`config.mk`:
```
export PLATFORM = sky130hd
export DESIGN_NAME = bounded_queue_delete_by_key
export DESIGN_NICKNAME = d
export VERILOG_FILES = /design/src/rtl/bqdk_pkg.sv /design/src/rtl/bqdk_ram.sv /design/src/rtl/bqdk_out_reg.sv /design/src/rtl/bqdk_ctrl.sv /design/src/rtl/bounded_queue_delete_by_key.sv
export SDC_FILE = /design/constraint.sdc
export NUM_CORES = 1
export LEC_CHECK = 0
export BUFFER_PORTS_ARGS = -buffer_cell sky130_fd_sc_hd__buf_4
export CAP_MARGIN = 10
export CORE_UTILIZATION = 40
export CTS_BUF_LIST = sky130_fd_sc_hd__clkbuf_8
export DETAILED_ROUTE_END_ITERATION = 6
export GPL_ROUTABILITY_DRIVEN = 0
export HOLD_SLACK_MARGIN = 0.15
export PLACE_DENSITY = 0.58
export SLEW_MARGIN = 20
export SYNTH_ARGS = -nofsm -noshare
export SYNTH_HDL_FRONTEND = slang
export SYNTH_SLANG_ARGS = --single-unit
```
`constraint.sdc`:
```
create_clock -name i_clk -period 6.4 [get_ports i_clk]
set_clock_uncertainty 0.05 [all_clocks]
set_input_delay 0.64 -clock i_clk [delete_from_list [all_inputs] [get_ports i_clk]]
set_output_delay 0.64 -clock i_clk [all_outputs]
set_load 0.005 [all_outputs]
```
`src/rtl/bqdk_pkg.sv`:
```
// shared types and constants for the bounded key queue with delete by key
// no dependencies; imported by every module of the block except bqdk_ram
package bqdk_pkg;

    // default sizes handed to the top level parameters
    localparam int DEF_QUEUE_DEPTH = 16;
    localparam int DEF_KEY_BITS    = 16;

    // fixed field widths
    localparam int KEY_IN_W  = 16;
    localparam int CNT_W     = 5;
    localparam int STATUS_W  = 2;
    localparam int MOVED_W   = 4;

    // capacity limit after reset, largest reportable move count
    localparam logic [CNT_W-1:0]   CAP_RESET = 5'd10;
    localparam logic [MOVED_W-1:0] MOVED_MAX = 4'd15;

    // operation carried on the input tuser
    typedef enum logic [0:0] {
        OP_ARRIVE = 1'b0,
        OP_DEPART = 1'b1
    } t_op;

    // result status carried on the output tuser
    typedef enum logic [STATUS_W-1:0] {
        ST_APPENDED  = 2'd0,
        ST_REFUSED   = 2'd1,
        ST_REMOVED   = 2'd2,
        ST_NOT_FOUND = 2'd3
    } t_status;

    // sequencer states
    typedef enum logic [1:0] {
        S_IDLE   = 2'd0,
        S_ARRIVE = 2'd1,
        S_SEARCH = 2'd2,
        S_RESULT = 2'd3
    } t_state;

    // one result item
    typedef struct packed {
        t_status            status;
        logic [MOVED_W-1:0] moved_count;
        logic [CNT_W-1:0]   occupancy;
    } t_result;

endpackage

```
`src/rtl/bqdk_ram.sv`:
```
// key storage: one write port, one read port with registered read data
// no dependencies on other modules
module bqdk_ram #(
    parameter int DEPTH  = 16,
    parameter int WIDTH  = 16,
    parameter int ADDR_W = $clog2(DEPTH)
) (
    input  logic              i_clk,
    input  logic              i_we,
    input  logic [ADDR_W-1:0] i_waddr,
    input  logic [WIDTH-1:0]  i_wdata,
    input  logic              i_re,
    input  logic [ADDR_W-1:0] i_raddr,
    output logic [WIDTH-1:0]  o_rdata
);

    logic [WIDTH-1:0] r_mem [DEPTH];
    logic [WIDTH-1:0] r_rdata;

    // write port
    always_ff @(posedge i_clk) begin
        if (i_we) begin
            r_mem[i_waddr] <= i_wdata;
        end
    end

    // registered read port
    always_ff @(posedge i_clk) begin
        if (i_re) begin
            r_rdata <= r_mem[i_raddr];
        end
    end

    assign o_rdata = r_rdata;

endmodule

```
`src/rtl/bqdk_out_reg.sv`:
```
// single entry output register holding one result until the sink takes it
// depends on bqdk_pkg for the result struct
module bqdk_out_reg (
    input  logic              i_clk,
    input  logic              i_rst_n,
    input  logic              i_load,
    input  bqdk_pkg::t_result i_res,
    output logic              o_ready,
    output logic              o_tvalid,
    input  logic              i_tready,
    output bqdk_pkg::t_result o_res
);
    import bqdk_pkg::*;

    logic    r_valid;
    t_result r_res;

    // free when empty or being drained this cycle
    assign o_ready  = !r_valid || i_tready;
    assign o_tvalid = r_valid;
    assign o_res    = r_res;

    // valid flag
    always_ff @(posedge i_clk) begin
        if (!i_rst_n) begin
            r_valid <= 1'b0;
        end else if (i_load) begin
            r_valid <= 1'b1;
        end else if (i_tready) begin
            r_valid <= 1'b0;
        end
    end

    // payload
    always_ff @(posedge i_clk) begin
        if (i_load) begin
            r_res <= i_res;
        end
    end

endmodule

```
`src/rtl/bqdk_ctrl.sv`:
```
// sequencer of the key queue: circular pointers, one shared key comparator,
// rotate-and-remove search; depends on bqdk_pkg, drives bqdk_ram ports
module bqdk_ctrl #(
    parameter int QUEUE_DEPTH = bqdk_pkg::DEF_QUEUE_DEPTH,
    parameter int KEY_BITS    = bqdk_pkg::DEF_KEY_BITS,
    parameter int PTR_W       = $clog2(QUEUE_DEPTH)
) (
    input  logic                       i_clk,
    input  logic                       i_rst_n,
    input  logic                       i_cfg_we,
    input  logic [bqdk_pkg::CNT_W-1:0] i_cfg_wdata,
    input  logic                       i_in_valid,
    output logic                       o_in_ready,
    input  bqdk_pkg::t_op              i_in_op,
    input  logic [KEY_BITS-1:0]        i_in_key,
    output logic                       o_ram_we,
    output logic [PTR_W-1:0]           o_ram_waddr,
    output logic [KEY_BITS-1:0]        o_ram_wdata,
    output logic                       o_ram_re,
    output logic [PTR_W-1:0]           o_ram_raddr,
    input  logic [KEY_BITS-1:0]        i_ram_rdata,
    output logic                       o_res_valid,
    output bqdk_pkg::t_result          o_res,
    input  logic                       i_res_ready
);
    import bqdk_pkg::*;

    localparam logic [PTR_W-1:0] LAST_PTR = PTR_W'(QUEUE_DEPTH - 1);

    t_state              r_state, n_state;
    logic [KEY_BITS-1:0] r_key, n_key;
    logic [CNT_W-1:0]    r_cap, n_cap;
    logic [CNT_W-1:0]    r_count, n_count;
    logic [PTR_W-1:0]    r_head, n_head;
    logic [PTR_W-1:0]    r_tail, n_tail;
    logic [PTR_W-1:0]    r_rd_ptr, n_rd_ptr;
    logic [CNT_W-1:0]    r_rd_idx, n_rd_idx;
    logic                r_cmp_vld, n_cmp_vld;
    logic [CNT_W-1:0]    r_moved, n_moved;
    t_status             r_status, n_status;

    logic w_accept;
    logic w_match;
    logic w_full;
    logic w_exhausted;

    // circular pointer step with wrap at the last slot
    function automatic logic [PTR_W-1:0] f_inc(input logic [PTR_W-1:0] p);
        return (p == LAST_PTR) ? '0 : p + 1'b1;
    endfunction

    assign w_accept    = i_in_valid && o_in_ready;
    // the shared comparator
    assign w_match     = (i_ram_rdata == r_key);
    assign w_full      = (r_count >= r_cap) || (int'(r_count) >= QUEUE_DEPTH);
    assign w_exhausted = !r_cmp_vld && (r_rd_idx == r_count);

    // next state
    always_comb begin
        n_state = r_state;
        case (r_state)
            S_IDLE: begin
                if (i_in_valid) begin
                    n_state = (i_in_op == OP_DEPART) ? S_SEARCH : S_ARRIVE;
                end
            end
            S_ARRIVE: begin
                n_state = S_RESULT;
            end
            S_SEARCH: begin
                if ((r_cmp_vld && w_match) || w_exhausted) begin
                    n_state = S_RESULT;
                end
            end
            S_RESULT: begin
                if (i_res_ready) begin
                    n_state = S_IDLE;
                end
            end
            default: begin
                n_state = S_IDLE;
            end
        endcase
    end

    // datapath and outputs
    always_comb begin
        n_key       = r_key;
        n_cap       = r_cap;
        n_count     = r_count;
        n_head      = r_head;
        n_tail      = r_tail;
        n_rd_ptr    = r_rd_ptr;
        n_rd_idx    = r_rd_idx;
        n_cmp_vld   = r_cmp_vld;
        n_moved     = r_moved;
        n_status    = r_status;
        o_in_ready  = 1'b0;
        o_ram_we    = 1'b0;
        o_ram_waddr = r_tail;
        o_ram_wdata = r_key;
        o_ram_re    = 1'b0;
        o_ram_raddr = r_rd_ptr;
        o_res_valid = 1'b0;

        // capacity register write
        if (i_cfg_we) begin
            n_cap = i_cfg_wdata;
        end

        case (r_state)
            S_IDLE: begin
                o_in_ready = 1'b1;
                if (w_accept) begin
                    n_key     = i_in_key;
                    n_rd_ptr  = r_head;
                    n_rd_idx  = '0;
                    n_cmp_vld = 1'b0;
                    n_moved   = '0;
                end
            end
            S_ARRIVE: begin
                if (w_full) begin
                    n_status = ST_REFUSED;
                end else begin
                    o_ram_we = 1'b1;
                    n_tail   = f_inc(r_tail);
                    n_count  = r_count + 1'b1;
                    n_status = ST_APPENDED;
                end
            end
            S_SEARCH: begin
                // read issue, one entry ahead of the compare
                if (r_rd_idx < r_count) begin
                    o_ram_re  = 1'b1;
                    n_rd_ptr  = f_inc(r_rd_ptr);
                    n_rd_idx  = r_rd_idx + 1'b1;
                    n_cmp_vld = 1'b1;
                end else begin
                    n_cmp_vld = 1'b0;
                end
                // compare at head: remove on match, else rotate to tail
                if (r_cmp_vld) begin
                    if (w_match) begin
                        n_head   = f_inc(r_head);
                        n_count  = r_count - 1'b1;
                        n_status = ST_REMOVED;
                    end else begin
                        o_ram_we    = 1'b1;
                        o_ram_wdata = i_ram_rdata;
                        n_tail      = f_inc(r_tail);
                        n_head      = f_inc(r_head);
                        n_moved     = r_moved + 1'b1;
                    end
                end else if (w_exhausted) begin
                    n_status = ST_NOT_FOUND;
                end
            end
            S_RESULT: begin
                o_res_valid = i_res_ready;
            end
            default: begin
                o_in_ready = 1'b0;
            end
        endcase
    end

    // result fields; a full rotation on a miss reports no moves
    always_comb begin
        o_res.status      = r_status;
        o_res.occupancy   = r_count;
        o_res.moved_count = '0;
        if (r_status == ST_REMOVED) begin
            o_res.moved_count = (r_moved > CNT_W'(MOVED_MAX)) ? MOVED_MAX
                                                               : r_moved[MOVED_W-1:0];
        end
    end

    // control registers
    always_ff @(posedge i_clk) begin
        if (!i_rst_n) begin
            r_state   <= S_IDLE;
            r_cap     <= CAP_RESET;
            r_count   <= '0;
            r_head    <= '0;
            r_tail    <= '0;
            r_cmp_vld <= 1'b0;
        end else begin
            r_state   <= n_state;
            r_cap     <= n_cap;
            r_count   <= n_count;
            r_head    <= n_head;
            r_tail    <= n_tail;
            r_cmp_vld <= n_cmp_vld;
        end
    end

    // working registers
    always_ff @(posedge i_clk) begin
        r_key    <= n_key;
        r_rd_ptr <= n_rd_ptr;
        r_rd_idx <= n_rd_idx;
        r_moved  <= n_moved;
        r_status <= n_status;
    end

endmodule

```
`src/rtl/bounded_queue_delete_by_key.sv`:
```
// Bounded key queue with delete by key.
// Input stream: s_axis_tuser is the operation (arrive or depart), s_axis_tdata
// the key. One result leaves on the output stream for every input transfer:
// m_axis_tuser is the status, m_axis_tdata the moved count and the occupancy.
// An arrive appends the key at the tail unless occupancy has reached the
// capacity limit (i_cfg_we / i_cfg_wdata, reset value 10) or QUEUE_DEPTH.
// A depart walks the queue from the head through the one key comparator, one
// entry per cycle, moving each miss to the tail; the first match is removed.
// A miss on every entry rotates the whole queue back to its original order.
// An arrive passes from IDLE through ARRIVE to RESULT; a depart passes from
// IDLE through SEARCH, which it leaves on a match or once every entry has
// been compared, to RESULT. One item is in work at a time; the next one can
// be taken in the cycle after its result is loaded.
// The walk rate is set by the single read port of the key memory.
// Reset (synchronous, active low) empties the queue and restores the limit;
// no clearing pass is needed. A stalled sink holds the result in the output
// register and the block waits before loading the next one.
// Depends on bqdk_pkg, bqdk_ram, bqdk_ctrl and bqdk_out_reg.
module bounded_queue_delete_by_key #(
    parameter int QUEUE_DEPTH = bqdk_pkg::DEF_QUEUE_DEPTH,
    parameter int KEY_BITS    = bqdk_pkg::DEF_KEY_BITS
) (
    input  logic                          i_clk,
    input  logic                          i_rst_n,
    input  logic                          i_cfg_we,
    input  logic [bqdk_pkg::CNT_W-1:0]    i_cfg_wdata,
    input  logic                          s_axis_tvalid,
    output logic                          s_axis_tready,
    input  logic [bqdk_pkg::KEY_IN_W-1:0] s_axis_tdata,   // [15:0] key
    input  logic [0:0]                    s_axis_tuser,   // [0] operation
    output logic                          m_axis_tvalid,
    input  logic                          m_axis_tready,
    output logic [15:0]                   m_axis_tdata,   // [3:0] moved_count,
                                                          // [8:4] occupancy
    output logic [bqdk_pkg::STATUS_W-1:0] m_axis_tuser    // [1:0] status
);
    import bqdk_pkg::*;

    localparam int PTR_W = $clog2(QUEUE_DEPTH);

    logic                w_ram_we;
    logic [PTR_W-1:0]    w_ram_waddr;
    logic [KEY_BITS-1:0] w_ram_wdata;
    logic                w_ram_re;
    logic [PTR_W-1:0]    w_ram_raddr;
    logic [KEY_BITS-1:0] w_ram_rdata;
    logic [KEY_BITS-1:0] w_key;
    logic                w_res_valid;
    logic                w_res_ready;
    t_result             w_res;
    t_result             w_out_res;

    // stored key width follows the parameter
    assign w_key = KEY_BITS'(s_axis_tdata);

    // key memory
    bqdk_ram #(
        .DEPTH (QUEUE_DEPTH),
        .WIDTH (KEY_BITS),
        .ADDR_W(PTR_W)
    ) u_ram (
        .i_clk  (i_clk),
        .i_we   (w_ram_we),
        .i_waddr(w_ram_waddr),
        .i_wdata(w_ram_wdata),
        .i_re   (w_ram_re),
        .i_raddr(w_ram_raddr),
        .o_rdata(w_ram_rdata)
    );

    // sequencer and comparator
    bqdk_ctrl #(
        .QUEUE_DEPTH(QUEUE_DEPTH),
        .KEY_BITS   (KEY_BITS),
        .PTR_W      (PTR_W)
    ) u_ctrl (
        .i_clk      (i_clk),
        .i_rst_n    (i_rst_n),
        .i_cfg_we   (i_cfg_we),
        .i_cfg_wdata(i_cfg_wdata),
        .i_in_valid (s_axis_tvalid),
        .o_in_ready (s_axis_tready),
        .i_in_op    (t_op'(s_axis_tuser)),
        .i_in_key   (w_key),
        .o_ram_we   (w_ram_we),
        .o_ram_waddr(w_ram_waddr),
        .o_ram_wdata(w_ram_wdata),
        .o_ram_re   (w_ram_re),
        .o_ram_raddr(w_ram_raddr),
        .i_ram_rdata(w_ram_rdata),
        .o_res_valid(w_res_valid),
        .o_res      (w_res),
        .i_res_ready(w_res_ready)
    );

    // output register
    bqdk_out_reg u_out (
        .i_clk   (i_clk),
        .i_rst_n (i_rst_n),
        .i_load  (w_res_valid),
        .i_res   (w_res),
        .o_ready (w_res_ready),
        .o_tvalid(m_axis_tvalid),
        .i_tready(m_axis_tready),
        .o_res   (w_out_res)
    );

    // output packing
    assign m_axis_tuser = w_out_res.status;
    assign m_axis_tdata = {7'd0, w_out_res.occupancy, w_out_res.moved_count};

`ifndef NO_ASSERTIONS
    // one item at a time: no transfer right after a transfer
    a_one_in_flight: assert property (@(posedge i_clk) disable iff (!i_rst_n)
        (s_axis_tvalid && s_axis_tready) |=> !s_axis_tready)
        else $error("input taken while an item is in work");

    // reported occupancy never exceeds the storage
    a_occ_bound: assert property (@(posedge i_clk) disable iff (!i_rst_n)
        m_axis_tvalid |-> ({2'b00, m_axis_tdata[8:4]} <= 7'(QUEUE_DEPTH)))
        else $error("occupancy beyond queue depth");

    // only a removal reports moved entries
    a_moved_zero: assert property (@(posedge i_clk) disable iff (!i_rst_n)
        (m_axis_tvalid && (m_axis_tuser != ST_REMOVED)) |-> (m_axis_tdata[3:0] == 4'd0))
        else $error("moved count on a result that is not a removal");
`endif

endmodule

```
==> flow_metrics.env <==
export IMPL_hp_class="in2reg"
export IMPL_die_x_um=188
export IMPL_ys_async_sr_fraction_pct=0
export IMPL_dp_cells=1303
export IMPL_cts_clk_slew_worst_paths_ps=60
export IMPL_worstPathArrival_ps=3910
export IMPL_fmax_mhz=266
export IMPL_antenna_left=0
export IMPL_ys_warn_count=0
export IMPL_min_path_cells=3
export IMPL_grt_pass1_vias=7335
export IMPL_cts_tree="done"
export IMPL_clkLatencyLatePin_ps=610
export IMPL_slew_headroom_pct=34.1
export IMPL_syn_instance_count=843
export IMPL_firstDrtPassIters=5
export IMPL_final_nets=981
export IMPL_dpl_hpwl_um=18800
export IMPL_areaGrowthSynthToFinish_pct=14.2
export IMPL_grt_pass1_wl_um=45400
export IMPL_drive_above_1_share_pct=20.5
export IMPL_io_pins=47
export IMPL_internal_power_mw=4.36
export IMPL_critPathCaptureType="flop"
export IMPL_die_h_um=188
export IMPL_dieArea_um2=35500
export IMPL_design_core_area_um2=33900
export IMPL_synth_top_cells_by_area="edfxtp_1 68%, mux4_2 5.2%, mux2i_1 4.0%, dfxtp_1 3.2%, mux2_2 2.5%"
export IMPL_wirelength_um=29700
export IMPL_num_fill_cells=2952
export IMPL_p_sw_share_pct=33.3
export IMPL_path_class="reg2reg"
export IMPL_drc=0
export IMPL_avgSynthCellArea_um2=16.5
export IMPL_cts_buffers_inserted=54
export IMPL_p_seq_share_pct=44.3
export IMPL_p_switching_mw=2.17
export IMPL_synth_ff_latch_count=337
export IMPL_grt_max_degree=101
export IMPL_portBuffers=39
export IMPL_drtIter0Drc=647
export IMPL_r2r_cells=6
export IMPL_synth_top_cell_by_area="edfxtp_1"
export IMPL_pwr_share_clk_pct=26.3
export IMPL_tightest_slew_ps=987
export IMPL_cts_resized=0
export IMPL_power_density_nw_per_um2=411
export IMPL_cts_sinks=337
export IMPL_via_per_inst=5.27
export IMPL_peakVddDrop_mv=0.304
export IMPL_run_status="complete, no violations"
export IMPL_netlist_area_leader_share_pct=68.0
export IMPL_grtUsageTotal_pct=17.1
export IMPL_p_comb_share_pct=29.4
export IMPL_drv_slew=0
export IMPL_antenna_found_initial=0
export IMPL_hold_viol=0
export IMPL_syn_cell_area_um2=13900
export IMPL_min_period_over_period_pct=58.6
export IMPL_start_util_pct=41.1
export IMPL_path_max_fanout=20
export IMPL_fin_setup_tns_ps=0
export IMPL_fin_crit_ps=3750
export IMPL_setup_violations_final=0
export IMPL_finalNonFillerCells=1418
export IMPL_start_kind="flop"
export IMPL_vias=7475
export IMPL_wl_per_cell_um=20.9
export IMPL_cap_violations=0
export IMPL_required_ps=6560
export IMPL_antenna_cells=0
export IMPL_yosysSeqAreaShare_pct=71.2
export IMPL_leakage_nw=5.37
export IMPL_rsz0062_at_grt="false"
export IMPL_clk_path_buf_depth=3
export IMPL_num_rows=67
export IMPL_cts_root_buf="clkbuf_8"
export IMPL_h_tree_depth=2
export IMPL_synth_edf_count=315
export IMPL_synthFlopType="edfxtp_1"
export IMPL_grt_overflow_total=0
export IMPL_ys_types=49
-- routing by layer --
layer / GRT usage, % / up-vias / part of all wire [%] / routed length (um)
li1: - / 3451 / - / -
met1: 25.6 / 3748 / 48 / 14300
met2: 25.0 / 219 / 43 / 12800
met3: 3.71 / 57 / 6.5 / 1920
met4: 5.09 / 0 / 2.2 / 649
met5: 0 / - / 0 / 0
-- cell usage after synthesis, types with 2 or more instances --
library cell and count:
nand3_1 9, o21ai_0 40, nand3b_1 3, or3_1 2, nand2b_1 5, o211ai_1 4
mux2_2 31, a221oi_1 16, xnor2_1 20, edfxtp_1 315, nor2b_1 7, a21o_1 4
nor2_1 46, nand2_1 41, a31oi_1 3, o31ai_1 2, o21a_1 4, buf_1 4
clkbuf_1 18, and3_1 4, a21oi_1 32, buf_4 7, inv_1 21, buf_2 12
mux4_2 32, a311oi_1 3, ha_1 26, mux2i_1 56, and2_1 5, a22oi_1 17
dfxtp_1 22, nor3b_1 6, nand4_1 5, xor2_1 6
-- registers in the layout, indices dropped and copies added, names as in the netlist --
signal / cells
u_ctrl.r_status: 2
u_ctrl.r_key: 16
u_ctrl.r_cap: 5
u_ctrl.r_moved: 5
u_ctrl.r_state: 2
u_ctrl.r_rd_idx: 5
u_ram.o_rdata: 16
u_ctrl.r_head: 4
u_ram.r_mem: 256
u_out.o_res: 11
u_ctrl.r_count: 5
u_ctrl.r_cmp_vld: 1
u_ctrl.o_ram_waddr: 4
u_ctrl.o_ram_raddr: 4
u_out.o_tvalid: 1
-- cell usage in the layout (no fill, tap or decap), types with 5 or more instances in the layout --
master,instances
edfxtp_1,315
clkbuf_8,57
mux2i_1,56
buf_4,46
nand2_1,41
inv_1,40
o21ai_0,40
nor2_1,33
a21oi_1,32
mux4_2,32
mux2_2,31
ha_1,26
dfxtp_1,22
xnor2_1,20
a22oi_1,17
a221oi_1,16
dlygate4sd3_1,16
clkinv_1,14
nor2_2,13
nand3_1,9
conb_1,7
nor2b_1,6
xor2_1,6
clkinv_2,6
nand2b_1,5
nand4_1,5
and2_1,5
-- critical path, stage by stage, from the launching register on --
cell	delay (ps)
dfxtp_1	330
inv_1	80
ha_1	600
nand2_1	320
o21ai_0	830
nand3b_1	380
nor2_2	800
-- repair_timing --
| action | in CTS | in global routing |
|---|---|---|
| endpoints found under the hold margin | 16 | 0 |
| setup buffers | 0 | 0 |
| hold buffers | 16 | 0 |
-- power groups by stage --
stage | combinational (mW) | clock (mW) | sequential, mW
2_1_floorplan | 1.33 | 0 | 2.89
3_5_place_dp | 1.91 | 0 | 2.94
3_3_place_gp | 1.90 | 0 | 2.93
5_1_grt | 2.10 | 1.86 | 2.92
4_1_cts | 1.93 | 1.77 | 2.89
6_report | 1.92 | 1.72 | 2.89
-- final cells by class --
type / instances / area, um^2 / area share [%]
Clock inverter: 42 / 220 / 1.39
Multi-Input combinational cell: 449 / 3810 / 24.0
Sequential cell: 337 / 9900 / 62.3
Clock buffer: 57 / 785 / 4.94
Tap cell: 448 / 561 / 3.53
Timing Repair Buffer: 63 / 526 / 3.31
Inverter: 22 / 82.6 / 0.520
-- stage by stage --
stage               hold WS [ps]  area, um^2  utilization (%)  worst slack [ps]  total power, mW
floorplan                    367       13900                -              3240             4.21
detailed placement           418       14700             43.5              2510             4.85
global route                 206       15900             46.9              2240             6.87
global placement             416       14700             43.5              2680             4.84
finish                       199       15900             46.9              2650             6.53
CTS                          164       15900             46.9              2500             6.59
-- kinds of logic after synthesis --
family | Yosys count | synth area share [%]
adder cells (fa/ha/maj) | 27 | 2.48
AND/OR/NAND/NOR | 136 | 4.69
XOR/XNOR | 26 | 1.64
multiplexers | 119 | 11.7
flip-flops | 337 | 71.2
AO/OA/AOI/OAI | 134 | 6.27
buffers and inverters | 63 | 2.00
other | 1 | 0.0270
-- path summary, 6_finish.rpt --
kind / start / end / slack (ps)
worst min register to register: u_ctrl.r_status[1] / u_out.o_res[10] / 440
worst min-delay path: i_cfg_wdata[1] / u_ctrl.r_cap[1] / 200
worst max-delay path: u_ctrl.r_state[0] / u_ram.r_mem[11][14] / 2650
worst max register to register: u_ctrl.r_state[0] / u_ram.r_mem[11][14] / 2650
(Power assumes the default switching activity.)
